[src/design/lzssd_pkg.sv]
// ----------------------------------------------------------------------------
// lzssd_pkg
// Constants and controller/datapath interface types for the LZSS decompressor.
// ----------------------------------------------------------------------------
`timescale 1ns / 1ps
`default_nettype none

package lzssd_pkg;

    localparam int BYTE_W     = 8;
    localparam int POS_BITS   = 13;
    localparam int LEN_BITS   = 4;
    localparam int MIN_MATCH  = 3;
    localparam int DICT_DEPTH = 1 << POS_BITS;

    // token sizes in bits, flag included
    localparam int LIT_NEED   = 1 + BYTE_W;
    localparam int MATCH_NEED = 1 + POS_BITS + LEN_BITS;

    // bit buffer: an unfinished token plus one fresh byte
    localparam int BUF_W = MATCH_NEED - 1 + BYTE_W;
    localparam int CNT_W = $clog2(BUF_W + 1);

    // bytes left in a match copy
    localparam int MAX_RUN = (1 << LEN_BITS) - 1 + MIN_MATCH;
    localparam int RUN_W   = $clog2(MAX_RUN + 1);

    typedef struct packed {
        logic load_in;      // take the input byte
        logic new_stream;   // renew head, bit buffer and stop flag
        logic decode;       // consume one token from the bit buffer
        logic emit_lit;     // send the literal, store it
        logic rd_issue;     // dictionary read at the copy address
        logic emit_match;   // send the byte read, store it
    } cmd_t;

    typedef struct packed {
        logic stopped;      // end marker seen in this stream
        logic last;         // current byte closes the stream
        logic tok_go;       // a token can be decoded now
        logic tok_lit;      // that token is a literal
        logic tok_stop;     // that token is the end marker
        logic eos;          // token being worked off ends the stream
        logic out_free;     // output register can take a byte
        logic run_final;    // one byte left in the copy
    } sts_t;

endpackage

`default_nettype wire

[src/design/lzssd_ctrl.sv]
// ----------------------------------------------------------------------------
// lzssd_ctrl
// Sequencer: takes bytes, walks tokens, steps match copies byte by byte.
// ----------------------------------------------------------------------------
`timescale 1ns / 1ps
`default_nettype none

module lzssd_ctrl
    import lzssd_pkg::*;
(
    input  wire logic clk,
    input  wire logic rst_n,
    input  wire logic in_valid,
    output logic      in_stall,
    output cmd_t      cmd,
    input  wire sts_t sts
);

    typedef enum logic [5:0] {
        S_IDLE   = 6'b000001,
        S_DECODE = 6'b000010,
        S_LIT    = 6'b000100,
        S_READ   = 6'b001000,
        S_EMIT   = 6'b010000,
        S_DONE   = 6'b100000
    } state_t;

    state_t state_reg;
    state_t state_next;

    assign in_stall = (state_reg != S_IDLE);

    always_comb
    begin
        state_next = state_reg;
        cmd        = '0;
        case (state_reg)
            S_IDLE:
            begin
                if (in_valid)
                begin
                    cmd.load_in = 1'b1;
                    // a stopped stream just drops bytes
                    if (!sts.stopped)
                    begin
                        state_next = S_DECODE;
                    end
                end
            end
            S_DECODE:
            begin
                if (!sts.tok_go)
                begin
                    state_next = S_DONE;
                end
                else
                begin
                    cmd.decode = 1'b1;
                    if (sts.tok_lit)
                    begin
                        state_next = S_LIT;
                    end
                    else if (sts.tok_stop)
                    begin
                        state_next = S_DONE;
                    end
                    else
                    begin
                        state_next = S_READ;
                    end
                end
            end
            S_LIT:
            begin
                if (sts.out_free)
                begin
                    cmd.emit_lit = 1'b1;
                    state_next   = sts.eos ? S_DONE : S_DECODE;
                end
            end
            S_READ:
            begin
                cmd.rd_issue = 1'b1;
                state_next   = S_EMIT;
            end
            S_EMIT:
            begin
                if (sts.out_free)
                begin
                    cmd.emit_match = 1'b1;
                    if (sts.run_final)
                    begin
                        state_next = sts.eos ? S_DONE : S_DECODE;
                    end
                    else
                    begin
                        state_next = S_READ;
                    end
                end
            end
            S_DONE:
            begin
                cmd.new_stream = sts.last;
                state_next     = S_IDLE;
            end
            default:
            begin
                state_next = S_IDLE;
            end
        endcase
    end

    always_ff @(posedge clk or negedge rst_n)
    begin
        if (!rst_n)
        begin
            state_reg <= S_IDLE;
        end
        else
        begin
            state_reg <= state_next;
        end
    end

endmodule

`default_nettype wire

[config.mk]
export PLATFORM = sky130hd
export DESIGN_NAME = lzssd_ctrl
export DESIGN_NICKNAME = d
export VERILOG_FILES = /design/src/design/lzssd_pkg.sv /design/src/design/lzssd_ctrl.sv
export SDC_FILE = /design/constraint.sdc
export NUM_CORES = 1
export LEC_CHECK = 0
export ABC_AREA = 1
export BUFFER_PORTS_ARGS = -buffer_cell sky130_fd_sc_hd__buf_2
export CORE_AREA = 2 2 39 41
export CTS_CLUSTER_SIZE = 8
export DETAILED_ROUTE_END_ITERATION = 8
export DIE_AREA = 0 0 41 43
export PLACE_DENSITY = 0.72
export SYNTH_ARGS = -nofsm -noshare
export SYNTH_HDL_FRONTEND = slang
export SYNTH_SLANG_ARGS = --single-unit
[constraint.sdc]
create_clock -name clk -period 1.4 [get_ports clk]
set_input_delay 0.21 -clock clk [delete_from_list [all_inputs] [get_ports clk]]
set_output_delay 0.21 -clock clk [all_outputs]
set_load 0.02 [all_outputs]
# Word level (Yosys, flattened, before mapping)
# Index checks and enable logic that the tools add are counted.
# op_classes
n_eq_ne,11
mux,19
n_reduce_logical,1
# ops
cell,n
6-bit 2-to-1 mux,9
6-bit case mux with 5 select lines,1
1-bit 2-to-1 mux,9
"2-bit != test, second input constant",4
"6-bit by 1-bit == test with 1-bit output, second input constant",1
"6-bit by 2-bit == test with 1-bit output, second input constant",1
"6-bit by 3-bit == test with 1-bit output, second input constant",1
"6-bit by 4-bit == test with 1-bit output, second input constant",1
"6-bit by 5-bit == test with 1-bit output, second input constant",1
"6-bit == test, second input constant",1
"6-bit by 1-bit != test with 1-bit output, second input constant",1
4-bit AND reduction,1
# word_totals
ff_bits,6
in_bits,11
out_inout_bits,7
word_cells,32

# Logic depth before layout (Yosys ltp)
# Gate-level depths: netlist (run 1).
# logic_depth
word_depth,4
ltp_mapped,7
depth_no_buf,7

# Least setup slack after synthesis (run 1)
# No wires, ideal clock.
# synth_path
kind,register to output
start,register state_reg[3]
end,output port cmd[4] in the netlist's numbering
arrival_time_ns,1.254
t_required_ns,1.190
setup_slack_ns,-0.064
path_stages_with_launch,4
path_buffers,0
cell_sequence,dfrtp_1 > inv_1 > nand2_1 > nor4_1
# synth_lines
element,line,source
from (decl),lzssd_ctrl.sv:28,state_t state_reg;
from (signal assigned),lzssd_ctrl.sv:121,state_reg <= state_next;
to (decl),lzssd_ctrl.sv:15,"output cmd_t cmd,"

==> results of run 1 <==
-- cells by family (layout without fill, tap and decap cells) --
kind of cell    Yosys count  after routing
flops                     6              6
buf+inv                  13             45
simple gates             49             49
compound gates            3              3
-- how the worst max path moves through the flow --
stage / to / start / cells past startpoint / slack, ps
2_1_floorplan: cmd[5] / state_reg[0]$_DFFE_PN1P_ / 4 / 60
3_3_place_gp: cmd[5] / state_reg[0]$_DFFE_PN1P_ / 5 / 120
3_5_place_dp: cmd[5] / state_reg[0]$_DFFE_PN1P_ / 5 / 90
4_1_cts: cmd[5] / state_reg[0]$_DFFE_PN1P_ / 5 / -140
5_1_grt: cmd[2] / state_reg[0]$_DFFE_PN1P_ / 5 / -170
6_report: cmd[2] / state_reg[0]$_DFFE_PN1P_ / 5 / -130
-- worst max-delay path, stage by stage, from the launching register on --
cell and delay, ps:
dfstp_2 380, buf_4 130, nor2_4 200, nand3_2 110, nor2_2 110, buf_6 120
-- cell usage in the layout, fill, tap and decap left out, types with 3 or more instances in the layout --
cell / count
nand2_1: 10
dfrtp_1: 3
inv_1: 7
nand3_2: 5
nor2_1: 12
buf_2: 10
buf_6: 7
nand4_1: 3
nor2_4: 6
inv_2: 6
nand2_2: 3
clkbuf_4: 3
nor2_2: 5
buf_4: 10
-- where the power goes --
part           leakage [uW]  switching (uW)  internal (uW)
registers         0.0000755            50.4            222
clock network     0.0000150            73.7            109
logic              0.000317             332            275
-- metal layers --
layer | global-route usage (%) | share of wire [%] | vias to the layer above | routed length, microns
met1 | 23.2 | 43 | 245 | 553
met5 | 0 | 0 | - | 0
met3 | 3.66 | 4.3 | 2 | 56
li1 | - | - | 284 | -
met2 | 24.7 | 51 | 12 | 663
met4 | 11.3 | 1.8 | 0 | 23
-- cell type report --
class	count	area [sq um]
clock buffer	4	26.3
fill	122	591
inverter	13	48.8
multi-input combinational	52	330
sequential	6	154
tap	16	20.0
timing repair buffer	28	214
-- metrics by stage --
| step | setup WS, ps | util (%) | hold slack (ps) | area (sq um) |
|---|---|---|---|---|
| after CTS | -135 | 50.8 | 173 | 703 |
| after global routing | -167 | 57.3 | 200 | 793 |
| final | -130 | 57.3 | 179 | 793 |
| after floorplan | 55.1 | - | -85.6 | 490 |
| after detailed placement | 91.7 | 43.0 | 34.7 | 596 |
| after global placement | 116 | 43.0 | 32.1 | 596 |
-- what timing repair did --
item | 4_1_cts | 5_1_grt
endpoints found under the hold margin | 6 | 0
hold buffers | 1 | 0
setup endpoints to repair | 7 | 8
pin swaps | 9 | 7
setup buffers | 5 | 5
gates resized for setup | 12 | 18
==> metrics.txt, run 1 <==
# TYPE chip_impl_metric gauge
chip_impl_metric{name="clkLatencyLatePin",unit="ps"} 250
chip_impl_metric{name="drtIter0Drc",unit=""} 10
chip_impl_metric{name="detail_route.wl_per_cell",unit="microns"} 10.9
chip_impl_metric{name="fin_worst_setup_slack",unit="ps"} -130
chip_impl_metric{name="synth-xor-area-share",unit="%"} 0
chip_impl_metric{name="muxShareOfSynthArea",unit="%"} 0
chip_impl_metric{name="drt-total-wl",unit="mm"} 1.30
chip_impl_metric{name="die_x",unit="microns"} 41
chip_impl_metric{name="hpwl",unit="microns"} 856
chip_impl_metric{name="ant_nets",unit=""} 0
chip_impl_metric{name="grt_first_pass_wirelength",unit="mm"} 2.07
chip_impl_metric{name="number_of_flip_flops_under_the_largest_register_name",unit=""} 6
chip_impl_metric{name="diodes",unit=""} 0
chip_impl_info{name="worst_r2r_startpoint",value="state_reg[0]$_DFFE_PN1P_"} 1
chip_impl_metric{name="netlist.area_leader.share",unit="%"} 26.0
chip_impl_metric{name="htreeDepth",unit=""} 1
chip_impl_metric{name="postSynthCellCount",unit=""} 71
chip_impl_metric{name="layout-drive-gt1-share",unit="%"} 59.2
chip_impl_info{name="clockRootBuffer",value="clkbuf_4"} 1
chip_impl_info{name="netlist_top_cells_count",value="nor2_1 (17), inv_1 (11), nand2_1 (11), dfrtp_1 (5)"} 1
chip_impl_metric{name="total_routing_usage_reported_by_global_routing",unit="%"} 17.5
chip_impl_metric{name="synth-compound-area-share",unit="%"} 3.12
chip_impl_metric{name="die_height",unit="microns"} 43
chip_impl_metric{name="synth.distinct_cells",unit=""} 16
chip_impl_metric{name="place.port_buffers",unit=""} 17
chip_impl_metric{name="first_pass_iters",unit=""} 4
chip_impl_info{name="post_synth_main_area_contributors",value="dfrtp_1 (26%), nor2_1 (13%), nor2_4 (9.4%)"} 1
chip_impl_metric{name="route.detailed.drc",unit=""} 0
chip_impl_info{name="setup.worst_path.end_class",value="output pin"} 1
chip_impl_metric{name="grt_pass1_vias",unit=""} 501
chip_impl_info{name="hold_end",value="state_reg[2]$_DFFE_PN0P_"} 1
chip_impl_metric{name="timing.fmax",unit="GHz"} 0.654
chip_impl_info{name="rsz_0062_raised_after_global_routing",value="yes"} 1
chip_impl_metric{name="synthesis.area",unit="sq um"} 482
chip_impl_metric{name="via_count",unit=""} 543
chip_impl_metric{name="final-hold-violation-count",unit=""} 0
chip_impl_metric{name="slew_headroom",unit="%"} 85.1
chip_impl_metric{name="grt_start_max_net_pins",unit=""} 7
chip_impl_info{name="synth_top_family_by_area",value="simple AND/OR/NAND/NOR gates"} 1
chip_impl_info{name="timing.hold.worst.start",value="sts[1]"} 1
chip_impl_metric{name="areaGrowthSynthToFinish",unit="%"} 64.7
chip_impl_metric{name="floorplan.core_area",unit="sq um"} 1380
chip_impl_metric{name="yosys_warnings",unit=""} 0
chip_impl_metric{name="timing.final.crit_period",unit="ps"} 1530
chip_impl_metric{name="dieArea",unit="sq um"} 1760
chip_impl_info{name="hold_path.class",value="in2reg"} 1
chip_impl_metric{name="cap_viol_max_count",unit=""} 0
chip_impl_info{name="setup.worst_path.start_class",value="flop"} 1
chip_impl_metric{name="antenna_found_initial",unit=""} 0
chip_impl_metric{name="report.power.total",unit="uW"} 1060
chip_impl_metric{name="worst_r2r_path_cells",unit=""} 8
chip_impl_metric{name="cts.sink_count",unit=""} 6
chip_impl_metric{name="synth_seq_cells",unit=""} 6
chip_impl_metric{name="reg2reg_slack",unit="ps"} 10
chip_impl_info{name="failing_checks",value="setup timing"} 1
chip_impl_metric{name="post_synth_and_or_nand_nor_area_fraction",unit="%"} 55.3
chip_impl_metric{name="power-per-cell-area",unit="nW/um^2"} 1340
chip_impl_metric{name="finalClockSkew",unit="ps"} 2.14
chip_impl_info{name="tritoncts_clock_tree",value="built"} 1
chip_impl_metric{name="synth_edf_count",unit=""} 0
chip_impl_metric{name="synth-async-reset-ratio",unit="%"} 100
chip_impl_metric{name="clock_path_buffers",unit=""} 2
chip_impl_metric{name="gp_routability_congestion",unit=""} 0.876
chip_impl_metric{name="final.setup.tns",unit="ps"} -551
chip_impl_metric{name="power.leakage",unit="uW"} 0.000408
chip_impl_info{name="dominantRegCellSynth",value="dfrtp_1"} 1
chip_impl_metric{name="number_of_non_filler_instances_in_the_completed_layout",unit=""} 119
chip_impl_metric{name="synth.net_count",unit=""} 82
chip_impl_metric{name="rows",unit=""} 14
chip_impl_metric{name="dp.cells",unit=""} 104
chip_impl_metric{name="initial_utilization",unit="%"} 34.8
chip_impl_metric{name="drt-vias-per-instance",unit=""} 4.56
chip_impl_info{name="yosysTopAreaCell",value="dfrtp_1"} 1
chip_impl_metric{name="post_synth_fa_ha_maj_area_fraction",unit="%"} 0
chip_impl_metric{name="grt_remaining_overflow",unit=""} 0
chip_impl_metric{name="cts_inserted_buffers",unit=""} 3
chip_impl_metric{name="worstHoldPathCells",unit=""} 2
chip_impl_metric{name="num_io_pins",unit=""} 18
chip_impl_metric{name="vdd.ir_drop.worst",unit="V"} 0.000904
chip_impl_metric{name="report.final.setup_viol",unit=""} 7
chip_impl_metric{name="total_count_of_max_transition_violations_in_the_final_report",unit=""} 0
chip_impl_info{name="setup.worst_path.class",value="reg2out"} 1
chip_impl_info{name="reg2reg_to",value="state_reg[5]$_DFFE_PN0P_"} 1
chip_impl_info{name="outcome",value="finished with violations"} 1
chip_impl_metric{name="worstPathArrival",unit="ps"} 1320
chip_impl_metric{name="seq_area_frac_synth",unit="%"} 31.4
chip_impl_info{name="yosysMostFrequentCell",value="nor2_1"} 1
chip_impl_metric{name="tightest_slew",unit="ps"} 221
chip_impl_metric{name="path_clk_slew",unit="ps"} 50
chip_impl_metric{name="required",unit="ps"} 1190
chip_impl_metric{name="num-nets-final",unit=""} 115
chip_impl_metric{name="syn_area_cell",unit="sq um"} 6.78
chip_impl_metric{name="layout_worst_path_cycle_share",unit="%"} 109
chip_impl_metric{name="worst-path-max-fanout",unit=""} 5
Note: power is estimated with default switching activity, not from simulation.
==> run 2: changes to the inputs <==
- ABC_AREA: 1 -> unset
- CAP_MARGIN: unset -> 20
- SETUP_SLACK_MARGIN: unset -> 0.4
==> run 2 against run 1 <==
The flow still finishes with violations (setup timing). Non-clock buffer count is 16 higher. Clock skew is 7.9 ps higher. Synthesized cell count is 27% lower. Setup slack worse by 400 ps.
==> metrics.txt, run 2 <==
# TYPE chip_impl_metric gauge
chip_impl_metric{name="synthesis.area",unit="sq um"} 483
chip_impl_metric{name="total_routing_usage_reported_by_global_routing",unit="%"} 20.5
chip_impl_metric{name="gp_routability_congestion",unit=""} 0.744
chip_impl_metric{name="number_of_flip_flops_under_the_largest_register_name",unit=""} 6
chip_impl_metric{name="final.setup.tns",unit="ps"} -3870
chip_impl_metric{name="vdd.ir_drop.worst",unit="V"} 0.000869
chip_impl_info{name="failing_checks",value="setup timing"} 1
chip_impl_metric{name="antenna_found_initial",unit=""} 0
chip_impl_metric{name="grt_remaining_overflow",unit=""} 0
chip_impl_metric{name="final_util",unit="%"} 68.7
chip_impl_info{name="setup.worst_path.end",value="cmd[3]"} 1
chip_impl_info{name="timing.critical_path.from",value="state_reg[2]$_DFFE_PN0P_"} 1
chip_impl_info{name="yosysMostFrequentCell",value="nor2_1"} 1
chip_impl_info{name="crit_slowest_cell",value="or4b_4"} 1
chip_impl_metric{name="ant_nets",unit=""} 0
chip_impl_metric{name="worstSetupPathDepth",unit=""} 3
chip_impl_metric{name="fin_worst_hold_slack",unit="ps"} 202
chip_impl_metric{name="cts_inserted_buffers",unit=""} 3
chip_impl_metric{name="initial_utilization",unit="%"} 34.9
chip_impl_metric{name="path_clk_slew",unit="ps"} 50
chip_impl_info{name="reg2reg_to",value="state_reg[2]$_DFFE_PN0P_"} 1
chip_impl_info{name="clockRootBuffer",value="clkbuf_4"} 1
chip_impl_metric{name="syn_area_cell",unit="sq um"} 9.29
chip_impl_info{name="rsz_0062_raised_after_global_routing",value="yes"} 1
chip_impl_metric{name="hpwl",unit="mm"} 1.05
chip_impl_metric{name="postSynthCellCount",unit=""} 52
chip_impl_metric{name="required",unit="ps"} 1190
chip_impl_metric{name="num-nets-final",unit=""} 110
chip_impl_metric{name="yosys_warnings",unit=""} 0
chip_impl_info{name="most_used_cells_in_the_layout_excluding_fill_and_tap_cells",value="buf_4 (17), buf_6 (16), buf_2 (10)"} 1
chip_impl_info{name="netlist_top_cells_count",value="nor2_1 (8), dfrtp_1 (5), inv_1 (3), o21ai_0 (3)"} 1
chip_impl_metric{name="die_height",unit="microns"} 43
chip_impl_metric{name="finalClockSkew",unit="ps"} 10.0
chip_impl_info{name="layout.cells.most_common",value="buf_4"} 1
chip_impl_metric{name="timing.final.crit_period",unit="ps"} 1930
chip_impl_info{name="tritoncts_clock_tree",value="built"} 1
chip_impl_metric{name="cts.sink_count",unit=""} 6
chip_impl_metric{name="timing.fmax",unit="GHz"} 0.519
chip_impl_metric{name="first_pass_iters",unit=""} 4
chip_impl_metric{name="grt_pass1_vias",unit=""} 535
chip_impl_metric{name="clock_path_buffers",unit=""} 2
chip_impl_metric{name="synth_seq_cells",unit=""} 6
chip_impl_metric{name="cp_num_buf_inv",unit=""} 1
chip_impl_metric{name="detail_route.wl_per_cell",unit="microns"} 15.7
chip_impl_metric{name="htreeDepth",unit=""} 1
chip_impl_info{name="setup.worst_path.end_class",value="output pin"} 1
chip_impl_metric{name="synth_edf_count",unit=""} 0
chip_impl_metric{name="diodes",unit=""} 0
chip_impl_metric{name="report.power.total",unit="uW"} 1390
chip_impl_metric{name="cap_viol_max_count",unit=""} 0
chip_impl_info{name="worst_r2r_startpoint",value="state_reg[2]$_DFFE_PN0P_"} 1
chip_impl_info{name="outcome",value="finished with violations"} 1
chip_impl_info{name="dominantRegCellSynth",value="dfrtp_1"} 1
chip_impl_info{name="setup.worst_path.class",value="reg2out"} 1
chip_impl_metric{name="drtIter0Drc",unit=""} 8
chip_impl_metric{name="power.leakage",unit="uW"} 0.000470
chip_impl_metric{name="rows",unit=""} 14
chip_impl_metric{name="dieArea",unit="sq um"} 1760
chip_impl_metric{name="grt_first_pass_wirelength",unit="mm"} 2.37
chip_impl_metric{name="power-per-cell-area",unit="nW/um^2"} 1460
chip_impl_metric{name="layout-drive-gt1-share",unit="%"} 69.4
chip_impl_info{name="hold_path.class",value="in2reg"} 1
chip_impl_metric{name="die_x",unit="microns"} 41
chip_impl_metric{name="route.detailed.drc",unit=""} 0
chip_impl_info{name="path_cells",value="or4b_4, nor4b_4, buf_4"} 1
chip_impl_metric{name="floorplan.core_area",unit="sq um"} 1380
chip_impl_metric{name="final-hold-violation-count",unit=""} 0
chip_impl_metric{name="slew_headroom",unit="%"} 77.7
chip_impl_metric{name="layout_worst_path_cycle_share",unit="%"} 138
chip_impl_info{name="setup.worst_path.start_class",value="flop"} 1
chip_impl_metric{name="synth-async-reset-ratio",unit="%"} 100
chip_impl_metric{name="total_count_of_max_transition_violations_in_the_final_report",unit=""} 0
chip_impl_info{name="cpLargestDelayFamily",value="simple AND/OR/NAND/NOR gates"} 1
chip_impl_metric{name="clkLatencyLatePin",unit="ps"} 250
chip_impl_metric{name="reg2reg_slack",unit="ps"} -410
chip_impl_metric{name="fin_worst_setup_slack",unit="ps"} -528
chip_impl_metric{name="areaGrowthSynthToFinish",unit="%"} 96.9
chip_impl_metric{name="worstHoldPathCells",unit=""} 2
chip_impl_metric{name="synth.distinct_cells",unit=""} 32
chip_impl_metric{name="critical-path-max-stage-delay",unit="ps"} 580
chip_impl_metric{name="synth.net_count",unit=""} 63
chip_impl_info{name="yosysTopAreaCell",value="dfrtp_1"} 1
chip_impl_metric{name="grt_start_max_net_pins",unit=""} 9
chip_impl_metric{name="via_count",unit=""} 606
chip_impl_metric{name="worst-path-max-fanout",unit=""} 3
chip_impl_info{name="post_synth_main_area_contributors",value="dfrtp_1 (26%), nor2_1 (6.2%), dfstp_2 (5.4%)"} 1
chip_impl_metric{name="netlist.area_leader.share",unit="%"} 25.9
chip_impl_metric{name="report.final.setup_viol",unit=""} 13
chip_impl_metric{name="tightest_slew",unit="ps"} 334
chip_impl_metric{name="num_io_pins",unit=""} 18
chip_impl_metric{name="place.port_buffers",unit=""} 17
chip_impl_metric{name="seq_area_frac_synth",unit="%"} 31.3
chip_impl_metric{name="drt-vias-per-instance",unit=""} 5.32
chip_impl_metric{name="worstPathArrival",unit="ps"} 1720
chip_impl_metric{name="drt-total-wl",unit="mm"} 1.79
chip_impl_metric{name="worst_r2r_path_cells",unit=""} 6
-- run 2: cell types whose count changed after synthesis, sizes merged, moves of 2 or more --
cell	delta
nand2	-11
nand3	-8
xor2	+2
o211ai	+2
a2bb2oi	+2
nor2b	+2
nand4	-3
buf	+2
and3	+2
nor3	+2
nor2	-15
inv	-10
-- run 2: cell type report --
class,instances,area (sq um)
multi-input combinational,41,374
tap,16,20.0
sequential,6,151
inverter,3,11.3
timing repair buffer,44,368
fill,97,433
clock buffer,4,26.3
-- run 2: worst register-to-register path: stages (launching register included) --
cell,delay (ps)
dfrtp_1,390
or4b_4,580
nor4b_4,310
buf_4,160
buf_6,80
buf_6,90
a32o_1,130
-- run 2: worst min path at each step --
stage	startpoint	endpoint	slack [ps]
after floorplan	rst_n	state_reg[1]$_DFFE_PN0P_	-90
after global placement	rst_n	state_reg[1]$_DFFE_PN0P_	30
after detailed placement	rst_n	state_reg[1]$_DFFE_PN0P_	40
after CTS	sts[1]	state_reg[4]$_DFFE_PN0P_	180
after global routing	sts[1]	state_reg[4]$_DFFE_PN0P_	200
final	sts[1]	state_reg[4]$_DFFE_PN0P_	200
-- run 2: cell families after synthesis --
group	synth area share (%)
buf+inv	6.22
compound gates	24.4
simple gates	34.5
xor+xnor	3.63
flops	31.3
-- run 2: what timing repair did --
item,in CTS,in global routing
setup endpoints to repair,13,13
buffers inserted,6,4
cloned,0,0
gates resized for setup,21,13
pin swaps,7,11
hold buffers,1,0
endpoints found under the hold margin,6,0
-- run 2: report_power, final --
group | switching, uW | total, uW | internal (uW)
clock network | 63.0 | 171 | 108
registers | 38.8 | 252 | 213
logic | 394 | 969 | 575
-- run 2: metal layers --
layer	up-vias	track usage, %	wire (microns)
met5	-	0	0
li1	286	-	-
met2	15	32.5	967
met4	0	12.0	29
met3	4	6.28	55
met1	301	22.6	737
-- run 2: through the flow --
| stage | cell area, sq um | worst slack, ps | cells |
|---|---|---|---|
| final | 951 | -528 | 114 |
| after global placement | 713 | -207 | 99 |
| after floorplan | 507 | -360 | 52 |
| after detailed placement | 713 | -243 | 99 |
| after CTS | 878 | -498 | 110 |
| after global routing | 951 | -566 | 114 |
